<file path="src/sv/tps_pkg.sv">
`timescale 1ns / 1ps
// Shared types, constants and the pattern table of the tone pattern sequencer.
// No dependencies; every other file of the block refers to this package.
package tps_pkg;

  localparam int PatternCount = 16;
  localparam int MaxTones     = 19;
  localparam int FreqW        = 11;
  localparam int DurW         = 9;
  localparam int VolW         = 8;
  localparam int PatW         = 4;
  localparam int IdxW         = 5;
  localparam int CodeW        = 5;
  localparam int ModeW        = 2;

  localparam logic [ModeW-1:0] ModeTick = 2'd0;
  localparam logic [ModeW-1:0] ModePlay = 2'd1;
  localparam logic [ModeW-1:0] ModeStop = 2'd2;

  localparam logic [CodeW-1:0] BlinkCode   = 5'd16;
  localparam logic [DurW-1:0]  ElapsedMax  = '1;
  localparam logic [VolW-1:0]  VolumeReset = 8'd128;

  typedef struct packed {
    logic [FreqW-1:0] freq;
    logic [DurW-1:0]  dur;
  } tone_t;

  typedef struct packed {
    logic [ModeW-1:0] mode;
    logic [CodeW-1:0] emotion;
  } item_t;

  typedef struct packed {
    logic [FreqW-1:0] tone_freq;
    logic [VolW-1:0]  duty;
    logic             sounding;
    logic             busy_res;
    logic             finished;
  } result_t;

  function automatic tone_t mk(input int f, input int d);
    tone_t t;
    t.freq = FreqW'(f);
    t.dur  = DurW'(d);
    return t;
  endfunction

  // Number of tones in each pattern, cut to the longest pattern allowed.
  function automatic logic [IdxW-1:0] eff_len(input logic [PatW-1:0] pat);
    logic [IdxW-1:0] n;
    case (pat)
      4'd0:    n = 5'd1;
      4'd1:    n = 5'd5;
      4'd2:    n = 5'd5;
      4'd3:    n = 5'd9;
      4'd4:    n = 5'd5;
      4'd5:    n = 5'd19;
      4'd6:    n = 5'd7;
      4'd7:    n = 5'd5;
      4'd8:    n = 5'd7;
      4'd9:    n = 5'd7;
      4'd10:   n = 5'd7;
      4'd11:   n = 5'd3;
      4'd12:   n = 5'd7;
      4'd13:   n = 5'd3;
      4'd14:   n = 5'd7;
      default: n = 5'd3;
    endcase
    if (n > IdxW'(MaxTones)) n = IdxW'(MaxTones);
    return n;
  endfunction

  // Frequency and duration of one step; steps past a pattern's end read as zero.
  function automatic tone_t tone_at(input logic [PatW-1:0] pat, input logic [IdxW-1:0] idx);
    tone_t t;
    case ({pat, idx})
      {4'd0, 5'd0}:   t = mk(800, 150);
      {4'd1, 5'd0}:   t = mk(600, 60);
      {4'd1, 5'd1}:   t = mk(0, 30);
      {4'd1, 5'd2}:   t = mk(900, 60);
      {4'd1, 5'd3}:   t = mk(0, 30);
      {4'd1, 5'd4}:   t = mk(1200, 100);
      {4'd2, 5'd0}:   t = mk(700, 200);
      {4'd2, 5'd1}:   t = mk(0, 100);
      {4'd2, 5'd2}:   t = mk(500, 250);
      {4'd2, 5'd3}:   t = mk(0, 100);
      {4'd2, 5'd4}:   t = mk(300, 300);
      {4'd3, 5'd0}:   t = mk(1400, 40);
      {4'd3, 5'd1}:   t = mk(0, 40);
      {4'd3, 5'd2}:   t = mk(1400, 40);
      {4'd3, 5'd3}:   t = mk(0, 40);
      {4'd3, 5'd4}:   t = mk(1400, 40);
      {4'd3, 5'd5}:   t = mk(0, 40);
      {4'd3, 5'd6}:   t = mk(1400, 40);
      {4'd3, 5'd7}:   t = mk(0, 40);
      {4'd3, 5'd8}:   t = mk(1600, 120);
      {4'd4, 5'd0}:   t = mk(600, 180);
      {4'd4, 5'd1}:   t = mk(0, 80);
      {4'd4, 5'd2}:   t = mk(450, 200);
      {4'd4, 5'd3}:   t = mk(0, 80);
      {4'd4, 5'd4}:   t = mk(350, 250);
      {4'd5, 5'd0}:   t = mk(1800, 50);
      {4'd5, 5'd1}:   t = mk(0, 30);
      {4'd5, 5'd2}:   t = mk(1600, 50);
      {4'd5, 5'd3}:   t = mk(0, 30);
      {4'd5, 5'd4}:   t = mk(1800, 50);
      {4'd5, 5'd5}:   t = mk(0, 30);
      {4'd5, 5'd6}:   t = mk(1600, 50);
      {4'd5, 5'd7}:   t = mk(0, 30);
      {4'd5, 5'd8}:   t = mk(1800, 50);
      {4'd5, 5'd9}:   t = mk(0, 30);
      {4'd5, 5'd10}:  t = mk(1600, 50);
      {4'd5, 5'd11}:  t = mk(0, 30);
      {4'd5, 5'd12}:  t = mk(1800, 50);
      {4'd5, 5'd13}:  t = mk(0, 30);
      {4'd5, 5'd14}:  t = mk(1600, 50);
      {4'd5, 5'd15}:  t = mk(0, 30);
      {4'd5, 5'd16}:  t = mk(1800, 50);
      {4'd5, 5'd17}:  t = mk(0, 30);
      {4'd5, 5'd18}:  t = mk(1600, 50);
      {4'd6, 5'd0}:   t = mk(700, 100);
      {4'd6, 5'd1}:   t = mk(0, 50);
      {4'd6, 5'd2}:   t = mk(900, 80);
      {4'd6, 5'd3}:   t = mk(0, 50);
      {4'd6, 5'd4}:   t = mk(600, 100);
      {4'd6, 5'd5}:   t = mk(0, 50);
      {4'd6, 5'd6}:   t = mk(800, 80);
      {4'd7, 5'd0}:   t = mk(1000, 100);
      {4'd7, 5'd1}:   t = mk(0, 150);
      {4'd7, 5'd2}:   t = mk(1000, 100);
      {4'd7, 5'd3}:   t = mk(0, 150);
      {4'd7, 5'd4}:   t = mk(1000, 100);
      {4'd8, 5'd0}:   t = mk(880, 120);
      {4'd8, 5'd1}:   t = mk(0, 50);
      {4'd8, 5'd2}:   t = mk(1047, 120);
      {4'd8, 5'd3}:   t = mk(0, 50);
      {4'd8, 5'd4}:   t = mk(1319, 200);
      {4'd8, 5'd5}:   t = mk(0, 50);
      {4'd8, 5'd6}:   t = mk(1047, 150);
      {4'd9, 5'd0}:   t = mk(400, 50);
      {4'd9, 5'd1}:   t = mk(0, 20);
      {4'd9, 5'd2}:   t = mk(800, 50);
      {4'd9, 5'd3}:   t = mk(0, 20);
      {4'd9, 5'd4}:   t = mk(1400, 50);
      {4'd9, 5'd5}:   t = mk(0, 20);
      {4'd9, 5'd6}:   t = mk(1800, 120);
      {4'd10, 5'd0}:  t = mk(800, 150);
      {4'd10, 5'd1}:  t = mk(0, 50);
      {4'd10, 5'd2}:  t = mk(600, 150);
      {4'd10, 5'd3}:  t = mk(0, 50);
      {4'd10, 5'd4}:  t = mk(400, 150);
      {4'd10, 5'd5}:  t = mk(0, 50);
      {4'd10, 5'd6}:  t = mk(200, 300);
      {4'd11, 5'd0}:  t = mk(400, 300);
      {4'd11, 5'd1}:  t = mk(0, 200);
      {4'd11, 5'd2}:  t = mk(300, 400);
      {4'd12, 5'd0}:  t = mk(700, 150);
      {4'd12, 5'd1}:  t = mk(0, 80);
      {4'd12, 5'd2}:  t = mk(900, 180);
      {4'd12, 5'd3}:  t = mk(0, 100);
      {4'd12, 5'd4}:  t = mk(700, 150);
      {4'd12, 5'd5}:  t = mk(0, 80);
      {4'd12, 5'd6}:  t = mk(900, 220);
      {4'd13, 5'd0}:  t = mk(440, 200);
      {4'd13, 5'd1}:  t = mk(0, 150);
      {4'd13, 5'd2}:  t = mk(460, 250);
      {4'd14, 5'd0}:  t = mk(900, 70);
      {4'd14, 5'd1}:  t = mk(0, 30);
      {4'd14, 5'd2}:  t = mk(1100, 70);
      {4'd14, 5'd3}:  t = mk(0, 30);
      {4'd14, 5'd4}:  t = mk(900, 70);
      {4'd14, 5'd5}:  t = mk(0, 30);
      {4'd14, 5'd6}:  t = mk(1200, 120);
      {4'd15, 5'd0}:  t = mk(320, 200);
      {4'd15, 5'd1}:  t = mk(0, 60);
      {4'd15, 5'd2}:  t = mk(260, 280);
      default:        t = mk(0, 0);
    endcase
    return t;
  endfunction

endpackage

</file>
<file path="src/sv/tps_in_if.sv">
`timescale 1ns / 1ps
// Input channel of the tone pattern sequencer: valid/ready plus request word.
// Depends on tps_pkg for field widths.
interface tps_in_if;
  logic                      valid;
  logic                      ready;
  logic [tps_pkg::ModeW-1:0] mode;
  logic [tps_pkg::CodeW-1:0] emotion;

  modport source (output valid, mode, emotion, input ready);
  modport sink   (input valid, mode, emotion, output ready);
endinterface

</file>
<file path="src/sv/tps_out_if.sv">
`timescale 1ns / 1ps
// Output channel of the tone pattern sequencer: valid/ready plus status word.
// Depends on tps_pkg for field widths.
interface tps_out_if;
  logic                      valid;
  logic                      ready;
  logic [tps_pkg::FreqW-1:0] tone_freq;
  logic [tps_pkg::VolW-1:0]  duty;
  logic                      sounding;
  logic                      busy_res;
  logic                      finished;

  modport source (output valid, tone_freq, duty, sounding, busy_res, finished, input ready);
  modport sink   (input valid, tone_freq, duty, sounding, busy_res, finished, output ready);
endinterface

</file>
<file path="src/sv/tps_seq_core.sv">
`timescale 1ns / 1ps
// Player state and its combinational update for one request word.
// Depends on tps_pkg for the pattern table, codes and structs.
module tps_seq_core (
  input  logic                     clk_i,
  input  logic                     rst_ni,
  input  logic                     step_i,
  input  tps_pkg::item_t           item_i,
  input  logic [tps_pkg::VolW-1:0] volume_i,
  output tps_pkg::result_t         res_o
);

  logic                     active_q, active_d;
  logic [tps_pkg::PatW-1:0] pat_q, pat_d;
  logic [tps_pkg::IdxW-1:0] idx_q, idx_d;
  logic [tps_pkg::DurW-1:0] el_q, el_d;
  logic                     tone_on_q, tone_on_d;

  logic [tps_pkg::DurW-1:0] el_inc;
  logic [tps_pkg::IdxW-1:0] idx_inc;
  logic [tps_pkg::PatW-1:0] play_pat;
  tps_pkg::tone_t           cur_tone, nxt_tone, first_tone, shown_tone;
  logic                     fin;
  logic                     snd;

  always_comb begin
    active_d  = active_q;
    pat_d     = pat_q;
    idx_d     = idx_q;
    el_d      = el_q;
    tone_on_d = tone_on_q;
    fin       = 1'b0;

    cur_tone   = tps_pkg::tone_at(pat_q, idx_q);
    idx_inc    = idx_q + 5'd1;
    nxt_tone   = tps_pkg::tone_at(pat_q, idx_inc);
    el_inc     = (el_q != tps_pkg::ElapsedMax) ? el_q + 9'd1 : el_q;
    // codes without a pattern fall back to the idle pattern
    play_pat   = (item_i.emotion < tps_pkg::CodeW'(tps_pkg::PatternCount))
                 ? item_i.emotion[tps_pkg::PatW-1:0] : '0;
    first_tone = tps_pkg::tone_at(play_pat, '0);

    if (step_i) begin
      case (item_i.mode)
        tps_pkg::ModeTick: begin
          if (active_q) begin
            el_d = el_inc;
            if (el_inc >= cur_tone.dur) begin
              idx_d = idx_inc;
              el_d  = '0;
              if (idx_inc >= tps_pkg::eff_len(pat_q)) begin
                active_d  = 1'b0;
                pat_d     = '0;
                idx_d     = '0;
                tone_on_d = 1'b0;
                fin       = 1'b1;
              end else begin
                tone_on_d = (nxt_tone.freq != '0);
              end
            end
          end
        end
        tps_pkg::ModePlay: begin
          // drop a request while busy, and the blink code altogether
          if (!active_q && item_i.emotion != tps_pkg::BlinkCode) begin
            pat_d     = play_pat;
            idx_d     = '0;
            el_d      = '0;
            active_d  = 1'b1;
            tone_on_d = (first_tone.freq != '0);
          end
        end
        tps_pkg::ModeStop: begin
          fin       = active_q;
          active_d  = 1'b0;
          pat_d     = '0;
          idx_d     = '0;
          el_d      = '0;
          tone_on_d = 1'b0;
        end
        default: begin
        end
      endcase
    end

    shown_tone      = tps_pkg::tone_at(pat_d, idx_d);
    snd             = active_d && tone_on_d;
    res_o.tone_freq = snd ? shown_tone.freq : '0;
    res_o.duty      = snd ? volume_i : '0;
    res_o.sounding  = snd;
    res_o.busy_res  = active_d;
    res_o.finished  = fin;
  end

  always_ff @(posedge clk_i or negedge rst_ni) begin
    if (!rst_ni) begin
      active_q  <= 1'b0;
      pat_q     <= '0;
      idx_q     <= '0;
      el_q      <= '0;
      tone_on_q <= 1'b0;
    end else if (step_i) begin
      active_q  <= active_d;
      pat_q     <= pat_d;
      idx_q     <= idx_d;
      el_q      <= el_d;
      tone_on_q <= tone_on_d;
    end
  end

endmodule

</file>
<file path="src/sv/tone_pattern_sequencer.sv">
`timescale 1ns / 1ps
// Top level of the tone pattern sequencer: input register, player core, result register.
// Depends on tps_pkg, tps_in_if, tps_out_if and tps_seq_core.

// Buzzer tone pattern player. Each input word is a 1 ms tick, a play request or a
// stop request, and each one yields exactly one status word (frequency, duty,
// sounding, busy, finished). One word is taken per clock cycle while ready is high.
// A word waits in the input register until the result register is empty or being
// drained; then the player update, a single pass through the pattern table, loads
// its status word into the result register, which drives the output. ready is high
// while the input register is empty or the result register is empty or being drained.
// The volume register may be written only while no word is in flight; its new value
// shows on duty from the next word on.
module tone_pattern_sequencer (
  input  logic                     clk_i,
  input  logic                     rst_ni,
  tps_in_if.sink                   in_i,
  tps_out_if.source                out_o,
  input  logic                     cfg_we_i,
  input  logic [tps_pkg::VolW-1:0] cfg_wdata_i
);

  logic                     s1_valid_q;
  tps_pkg::item_t           s1_item_q;
  logic                     s1_go;
  logic                     out_valid_q;
  tps_pkg::result_t         out_res_q;
  tps_pkg::result_t         core_res;
  logic [tps_pkg::VolW-1:0] volume_q;
  logic                     in_fire;

  // advance the staged word whenever the result slot is free or draining
  assign s1_go     = s1_valid_q && (!out_valid_q || out_o.ready);
  assign in_i.ready = !s1_valid_q || s1_go;
  assign in_fire   = in_i.valid && in_i.ready;

  always_ff @(posedge clk_i or negedge rst_ni) begin
    if (!rst_ni) begin
      volume_q <= tps_pkg::VolumeReset;
    end else if (cfg_we_i) begin
      volume_q <= cfg_wdata_i;
    end
  end

  always_ff @(posedge clk_i or negedge rst_ni) begin
    if (!rst_ni) begin
      s1_valid_q <= 1'b0;
    end else if (in_i.ready) begin
      s1_valid_q <= in_i.valid;
    end
  end

  always_ff @(posedge clk_i) begin
    if (in_fire) begin
      s1_item_q.mode    <= in_i.mode;
      s1_item_q.emotion <= in_i.emotion;
    end
  end

  tps_seq_core u_core (
    .clk_i    (clk_i),
    .rst_ni   (rst_ni),
    .step_i   (s1_go),
    .item_i   (s1_item_q),
    .volume_i (volume_q),
    .res_o    (core_res)
  );

  always_ff @(posedge clk_i or negedge rst_ni) begin
    if (!rst_ni) begin
      out_valid_q <= 1'b0;
    end else if (!out_valid_q || out_o.ready) begin
      out_valid_q <= s1_valid_q;
    end
  end

  always_ff @(posedge clk_i) begin
    if (s1_go) begin
      out_res_q <= core_res;
    end
  end

  assign out_o.valid     = out_valid_q;
  assign out_o.tone_freq = out_res_q.tone_freq;
  assign out_o.duty      = out_res_q.duty;
  assign out_o.sounding  = out_res_q.sounding;
  assign out_o.busy_res  = out_res_q.busy_res;
  assign out_o.finished  = out_res_q.finished;

`ifndef SYNTHESIS
  a_fin_not_busy : assert property (@(posedge clk_i) disable iff (!rst_ni)
    out_valid_q && out_res_q.finished |-> !out_res_q.busy_res)
    else $error("finished reported while still busy");

  a_sound_consistent : assert property (@(posedge clk_i) disable iff (!rst_ni)
    out_valid_q && out_res_q.sounding |->
      out_res_q.busy_res && (out_res_q.tone_freq != '0) && (out_res_q.duty == volume_q))
    else $error("sounding word with bad frequency, duty or busy");

  a_silent_quiet : assert property (@(posedge clk_i) disable iff (!rst_ni)
    out_valid_q && !out_res_q.sounding |->
      (out_res_q.tone_freq == '0) && (out_res_q.duty == '0))
    else $error("silent word carries frequency or duty");

  a_stage_moves : assert property (@(posedge clk_i) disable iff (!rst_ni)
    s1_go && !in_fire |=> !s1_valid_q)
    else $error("staged word not released after advance");
`endif

endmodule

</file>
<file path="src/flat_wrapper.sv">
// flat-port wrapper written by rule: the top's interface ports become plain ports
module tone_pattern_sequencer_flat 
  (clk_i, rst_ni, cfg_we_i, cfg_wdata_i, in_i_valid, in_i_mode, in_i_emotion, in_i_ready, out_o_valid, out_o_tone_freq, out_o_duty, out_o_sounding, out_o_busy_res, out_o_finished, out_o_ready);
  tps_in_if in_i_i ();
  tps_out_if out_o_i ();
  input  logic clk_i;
  input  logic rst_ni;
  input  logic cfg_we_i;
  input  logic [tps_pkg::VolW-1:0] cfg_wdata_i;
  input wire logic [$bits(in_i_i.valid)-1:0] in_i_valid;
  input wire logic [$bits(in_i_i.mode)-1:0] in_i_mode;
  input wire logic [$bits(in_i_i.emotion)-1:0] in_i_emotion;
  output wire logic [$bits(in_i_i.ready)-1:0] in_i_ready;
  output wire logic [$bits(out_o_i.valid)-1:0] out_o_valid;
  output wire logic [$bits(out_o_i.tone_freq)-1:0] out_o_tone_freq;
  output wire logic [$bits(out_o_i.duty)-1:0] out_o_duty;
  output wire logic [$bits(out_o_i.sounding)-1:0] out_o_sounding;
  output wire logic [$bits(out_o_i.busy_res)-1:0] out_o_busy_res;
  output wire logic [$bits(out_o_i.finished)-1:0] out_o_finished;
  input wire logic [$bits(out_o_i.ready)-1:0] out_o_ready;
  assign in_i_i.valid = in_i_valid;
  assign in_i_i.mode = in_i_mode;
  assign in_i_i.emotion = in_i_emotion;
  assign in_i_ready = in_i_i.ready;
  assign out_o_valid = out_o_i.valid;
  assign out_o_tone_freq = out_o_i.tone_freq;
  assign out_o_duty = out_o_i.duty;
  assign out_o_sounding = out_o_i.sounding;
  assign out_o_busy_res = out_o_i.busy_res;
  assign out_o_finished = out_o_i.finished;
  assign out_o_i.ready = out_o_ready;
  tone_pattern_sequencer u_core (.clk_i(clk_i), .rst_ni(rst_ni), .in_i(in_i_i), .out_o(out_o_i), .cfg_we_i(cfg_we_i), .cfg_wdata_i(cfg_wdata_i));
endmodule
</file>
<file path="config.mk">
export PLATFORM = sky130hd
export DESIGN_NAME = tone_pattern_sequencer_flat
export DESIGN_NICKNAME = d
export VERILOG_FILES = /design/src/sv/tps_pkg.sv /design/src/sv/tps_in_if.sv /design/src/sv/tps_out_if.sv /design/src/sv/tps_seq_core.sv /design/src/sv/tone_pattern_sequencer.sv /design/src/flat_wrapper.sv
export SDC_FILE = /design/constraint.sdc
export NUM_CORES = 1
export LEC_CHECK = 0
export BUFFER_PORTS_ARGS = -buffer_cell sky130_fd_sc_hd__clkbuf_2
export CAP_MARGIN = 5
export CORE_MARGIN = 1
export CORE_UTILIZATION = 63
export CTS_BUF_LIST = sky130_fd_sc_hd__clkbuf_16
export CTS_CLUSTER_SIZE = 12
export DETAILED_ROUTE_END_ITERATION = 8
export GPL_TIMING_DRIVEN = 0
export PLACE_DENSITY = 0.86
export SYNTH_ARGS = -nofsm -noshare
export SYNTH_HDL_FRONTEND = slang
export SYNTH_SLANG_ARGS = --single-unit
export TNS_END_PERCENT = 10
</file>
<file path="constraint.sdc">
create_clock -name clk_i -period 10.1 [get_ports clk_i]
set_clock_uncertainty 0.15 [all_clocks]
set_input_delay 0.505 -clock clk_i [delete_from_list [all_inputs] [get_ports clk_i]]
set_output_delay 0.505 -clock clk_i [all_outputs]
set_load 0.02 [all_outputs]
</file>
Yosys cells after proc, flatten, opt, wreduce, memory -nomap -nowiden. Memories as Yosys holds them, arrays and structs flattened. Index checks and enable logic that the tools add are counted.

Bits of input ports: 20. Bits in latches: 0. Logic and storage cells: 448. Register bits: 59. RAM bits: 0. Output and inout port bits: 24. Memories kept: 1. ROM bits: 64.

Divide/modulo/power cells: 0. Magnitude comparators: 4. Multipliers: 0. Reductions and logical operators: 61. Eq/ne operators: 318. Bitwise operators: 0. Add/subtract/negate cells: 2. Muxes and demuxes: 47. Shifts and indexed selects: 0.

Memories: (name not given) (words 16, width 4, read ports 1, clocked after Yosys merged registers in 0, wr ports 0, RTL line tps_pkg.sv:52) `case (pat)`.

Operators by type and width (count): 20-bit one-hot mux with 51 select lines (2); 9-bit equality test (second input constant) (132); 9-bit by 8-bit equality test with 1-bit output (second input constant) (108); 9-bit one-hot mux with 51 select lines (1); 9-bit by 7-bit equality test with 1-bit output (second input constant) (42); 20-bit one-hot mux with 15 select lines (1); 9-bit by 6-bit equality test with 1-bit output (second input constant) (15); 5-bit 2-to-1 mux (14); 14-bit OR reduction (3); 9-bit 2-to-1 mux (4); 3-bit OR reduction (12); 4-bit OR reduction (9); 4-bit equality test (second input constant) (8); 5-bit OR reduction (6); 9-bit zero test (3); 9-bit one-hot mux with 3 select lines (1); 9-bit OR reduction (3); 4-bit 2-to-1 mux (6); 11-bit nonzero test (2); 2-bit OR reduction (10); 4-bit by 3-bit equality test with 1-bit output (second input constant) (4); 5-bit one-hot mux with 3 select lines (1); 1-bit 2-to-1 mux (13); 4-bit one-hot mux with 3 select lines (1); 22 further kinds (31).

Depth between registers and ports, before layout.
Depth after elaboration: 23. Gate-level depth with buffers: 26.

By module. A second synthesis with hierarchy kept.

Cell total of the unflattened synthesis: 677. Area total of the unflattened synthesis: 5545.3 µm².

By module, submodules not included: tps_seq_core (cells an instance 623, area each 4252.8 µm², seq. area each 500.5 µm², instances 1); tone_pattern_sequencer (cells an instance 54, area each 1292.5 µm², seq. area each 1122.3 µm², instances 1).

Worst setup path after synthesis. No wires, ideal clock.

Path kind: flip-flop to flip-flop. Start point: reg u_core.u_core.idx_q[0] (netlist name). End point: reg u_core.out_res_q, in the netlist u_core.out_o.tone_freq[6] (data pin). Setup time: 0.270 ns. Period minus slack after synthesis: 5.516 ns. Stages on the path, launching flop included: 25. Data arrival time: 5.096 ns. Required time: 9.680 ns. Path slack: 4.584 ns. Cells stage by stage: dfrtp_1 > buf_1 > inv_1 > ha_1 > o21ai_0 > nor2_1 > a2111oi_0 > a21oi_1 > or2_2 > nor4_1 > nand2b_1 > nor4bb_1 > ha_1 > o21a_1 > o31ai_1 > a21o_1 > a21boi_2 > a22o_2 > inv_2 > buf_2 > xnor2_1 > nor4_1 > a211o_1 > nor4_1 > a21oi_1.

Cells in the longest elaborated chain, start to end: 11. Elaborated cells on any way between the ends: 371.

RTL lines: from (decl) (RTL line tps_seq_core.sv:15) `logic [tps_pkg::IdxW-1:0] idx_q, idx_d;`; from (signal assigned) (RTL line tps_seq_core.sv:105) `idx_q <= idx_d;`; 9-bit equality test, or another cell as far along (RTL line tps_pkg.sv:77) `case ({pat, idx})`; 14-bit OR reduction (no source line), or another cell as far along; 9-bit one-hot mux with 51 select lines, or another cell as far along (RTL line tps_pkg.sv:77); 9-bit greater-or-equal comparator or 20-bit one-hot mux with 51 select lines (tied branches) (RTL line tps_seq_core.sv:48, tps_pkg.sv:77); 5-bit 2-to-1 mux, or another cell as far along (RTL line tps_seq_core.sv:48) `if (el_inc >= cur_tone.dur) begin`; 5-bit 2-to-1 mux, or another cell as far along (RTL line tps_seq_core.sv:46) `if (active_q) begin`; 5-bit one-hot mux with 3 select lines, or another cell as far along (RTL line tps_seq_core.sv:44) `case (item_i.mode)`; 5-bit 2-to-1 mux, or another cell as far along (RTL line tps_seq_core.sv:43) `if (step_i) begin`; 9-bit equality test, or another cell as far along (RTL line tps_pkg.sv:77); 14-bit OR reduction (no source line), or another cell as far along; 20-bit one-hot mux with 51 select lines or 1-bit logical AND (tied branches) (RTL line tps_pkg.sv:77, tps_seq_core.sv:87); to (signal assigned) (RTL line tone_pattern_sequencer.sv:79) `out_res_q <= core_res;`; to (decl) (RTL line tone_pattern_sequencer.sv:27) `tps_pkg::result_t out_res_q;`.

Several ways; a longest one is shown, not always the timed one. A chain may end at the register's enable or synchronous reset.

Worst setup path after layout. Same ends and word-level chain as after synthesis.

==> flow_metrics.env <==
export IMPL_final_core_util_pct=72.5
export IMPL_numCtsBuffers=9
export IMPL_p_int_uw=515
export IMPL_drv_cap=0
export IMPL_setup_viol=0
export IMPL_clockPowerShare_pct=35.3
export IMPL_grt_pass1_vias=5486
export IMPL_synth_async_reset_ratio_pct=50.8
export IMPL_max_freq_mhz=140
export IMPL_ant_nets=0
export IMPL_synth_top_cell_area_share_pct=16.4
export IMPL_ioPinCount=44
export IMPL_overflow=0
export IMPL_vias_per_cell=7.24
export IMPL_seq_area_frac_synth_pct=30.5
export IMPL_hold_buffers=0
export IMPL_synth_top_cell_by_area="edfxtp_1"
export IMPL_synth_seq_cells=59
export IMPL_slew_headroom_pct=20.1
export IMPL_synthSimpleGateAreaFrac_pct=24.5
export IMPL_synth_xor_area_share_pct=1.60
export IMPL_syn_nets=690
export IMPL_wirelength_mm=17.8
export IMPL_synth_cell_types=86
export IMPL_drc=0
export IMPL_dpl_hpwl_mm=13.1
export IMPL_die_y_um=93.8
export IMPL_syn_avg_cell_area_um2=8.25
export IMPL_chipWidth_um=93.8
export IMPL_io_buffers=42
export IMPL_syn_area_um2=5310
export IMPL_end_kind="register"
export IMPL_rsz0062_at_grt="no"
export IMPL_cts_setup_buffers=0
export IMPL_htreeDepth=3
export IMPL_critPathMaxFanout=10
export IMPL_synthMuxAreaShare_pct=1.86
export IMPL_die_area_um2=8810
export IMPL_fin_crit_sh_pct=70.6
export IMPL_startpoint_type="register"
export IMPL_first_pass_iters=7
export IMPL_clk_insertion_delay_late_ns=0.34
export IMPL_synth_edf_count=29
export IMPL_numClockSinks=59
export IMPL_synth_compound_area_share_pct=30.8
export IMPL_seqPwrFrac_pct=36.3
export IMPL_cp_data_arrival_time_ns=7.04
export IMPL_root_buffer="clkbuf_16"
export IMPL_vias=5842
export IMPL_power_density_nw_per_um2=135
export IMPL_crit_required_ns=10.02
export IMPL_cts_tree="yes"
export IMPL_clk_path_buf_depth=2
export IMPL_leakagePower_uw=0.00231
export IMPL_avgRoutedWirePerCell_um=22.1
export IMPL_crit_type="reg -> reg"
export IMPL_syn_to_final_growth_pct=11.5
export IMPL_setup_tns_final_ns=0
export IMPL_antenna_cells=0
export IMPL_netlist_instances=644
export IMPL_min_path_type="in -> async"
export IMPL_synth_top_family_by_area="compound AO/OA/AOI/OAI gates"
export IMPL_grt_max_degree=31
export IMPL_synth_main_ff_cell="edfxtp_1"
export IMPL_std_cell_rows=33
export IMPL_combPwrFrac_pct=28.4
export IMPL_yosys_top_cells_area="edfxtp_1, dfrtp_1, ha_1"
export IMPL_place_congestion=0.981
export IMPL_dr_first_iter_drc_count=895
export IMPL_p_sw_uw=283
export IMPL_track_usage_pct=42.4
export IMPL_fin_nets=743
export IMPL_fp_coreArea_um2=8180
export IMPL_grt_pass1_wl_mm=28.4
export IMPL_whs_ns=0.0750
export IMPL_worst_slew_pin_slew_ns=1.20
export IMPL_synth_fa_ha_area_share_pct=6.12
export IMPL_clkSlewWorstSetupHoldPaths_ns=0.06
export IMPL_yosys_warnings=0
export IMPL_vdd_drop_max_uv=116
export IMPL_antenna_found_initial=0
export IMPL_period_minus_slack_ns=7.13
export IMPL_post_cts_resized=0
export IMPL_hold_viol_final=0
export IMPL_swShare_pct=35.5
export IMPL_run_status="finished clean"
export IMPL_fillers=625
export IMPL_drive_gt1_share_pct=15.0
export IMPL_slew_violations=0
export IMPL_initial_core_util_pct=65.0
-- per-stage QoR --
step	setup WS, ns	cells	total power, uW	instance area [um2]
finish	2.97	807	798	5920
detailed placement	3.29	791	507	5660
floorplan	4.58	644	441	5310
global route	2.49	807	829	5920
CTS	3.24	807	788	5920
global placement	3.50	791	492	5660
-- power by group through the flow --
stage / clock network (uW) / logic (uW) / registers (uW)
6_report: 282 / 227 / 290
5_1_grt: 295 / 243 / 291
4_1_cts: 281 / 219 / 289
3_5_place_dp: 0 / 214 / 293
3_3_place_gp: 0 / 202 / 290
2_1_floorplan: 0 / 143 / 298
-- Yosys cell counts, types with 6 or more instances --
library cell  instances
o21a_1                6
dfrtp_1              29
or3_1                 6
nand2_1              57
o211ai_1             10
and2_1               14
a21oi_1              44
nand4_1               9
o31ai_1               7
a21o_1                6
edfxtp_1             29
o22ai_1               9
o21ai_0              43
clkbuf_1             26
inv_1                19
o32ai_1               7
ha_1                 26
nor2_1               60
nand3_1              25
nor3_1               24
a31oi_1              17
nor2b_1               9
nor4_1                8
mux2_2                7
a22o_1                6
nand2b_1             14
xnor2_1               6
a211oi_1              7
-- layout by cell type (no fill, tap or decap), types with 7 or more instances in the layout --
master     instances
o31ai_1            7
inv_1             20
nand4_1            9
o21ai_0           43
and2_1            14
o32ai_1            7
clkbuf_16          9
edfxtp_1          29
nor2_1            60
nand3_1           25
a31oi_1           17
o22ai_1            9
ha_1              26
nor2b_1            9
dfrtp_1           29
a21oi_1           44
nor3_1            24
o211ai_1          10
clkbuf_1          26
mux2_2             7
nor4_1             8
nand2_1           57
nand2b_1          14
a211oi_1           7
clkbuf_2          42
-- flip-flops by register name, indices dropped and copies added, names as in the netlist --
name,cells
u_core.out_o.tone_freq,11
u_core.out_o.sounding,1
u_core.out_o.busy_res,1
u_core.u_core.el_q,9
u_core.u_core.idx_q,5
u_core.u_core.active_q,1
u_core.s1_item_q,7
u_core.out_o.valid,1
u_core.out_o.finished,1
u_core.u_core.pat_q,4
u_core.out_o.duty,8
u_core.volume_q,8
u_core.s1_valid_q,1
u_core.u_core.tone_on_q,1
-- critical path, cell delays in order, from the launching register on --
cell and delay (ns):
dfrtp_1 0.49, buf_1 0.40, inv_1 0.16, ha_1 0.30
o21ai_0 0.54, nor2_1 0.11, a2111oi_0 0.36, a21oi_1 0.17
or2_2 0.32, nor4_1 0.42, nand2b_1 0.12, nor4bb_1 0.40
ha_1 0.22, nand4_1 0.20, a211o_4 0.43, a21boi_2 0.27
a22o_2 0.34, inv_2 0.12, buf_2 0.22, xnor2_1 0.22
nor4_1 0.08, a211o_1 0.31, nor4_1 0.38, a21oi_1 0.13
-- logic make-up after synthesis --
| group | Yosys count |
|---|---|
| AOI/OAI and AO/OA | 229 |
| xor gates and xnor gates | 8 |
| adders and majority gates | 26 |
| buffers and inverters | 61 |
| DFF | 59 |
| muxes | 9 |
| and+or+nand+nor | 252 |
-- final timing paths --
check	start	endpoint	slack [ns]	cells past startpoint
worst max-delay path	u_core.u_core.idx_q[0]	u_core.out_o.tone_freq[6]	2.97	23
worst min-delay path	rst_ni	u_core.u_core.el_q[2]	0.07	1
worst max register to register	u_core.u_core.idx_q[0]	u_core.out_o.tone_freq[6]	2.97	23
worst min register to register	u_core.volume_q[4]	u_core.volume_q[4]	0.36	1
max in group asynchronous	rst_ni	u_core.u_core.idx_q[4]	9.21	1
min in group clk_i	in_i_mode[0]	u_core.s1_item_q[5]	0.20	1
-- area by class of cell --
| class | instances | area, um2 | area share, % |
|---|---|---|---|
| tap | 105 | 131 | 2.22 |
| inverter | 26 | 98.8 | 1.67 |
| sequential | 59 | 1620 | 27.4 |
| timing repair buffer | 42 | 210 | 3.55 |
| clock inverter | 7 | 43.8 | 0.739 |
| buffer | 35 | 148 | 2.49 |
| clock buffer | 9 | 225 | 3.80 |
| multi-input combinational | 524 | 3440 | 58.1 |
-- routing by layer --
layer | wire length (um) | up-vias | global-route usage (%) | part of all wire [%]
li1 | - | 2569 | - | -
met1 | 6780 | 2716 | 55.2 | 38
met2 | 8250 | 475 | 66.4 | 46
met3 | 2040 | 82 | 8.98 | 11
met4 | 768 | 0 | 21.7 | 4.3
met5 | 0 | - | 0 | 0
No activity file was read; power rests on OpenSTA's default activity.
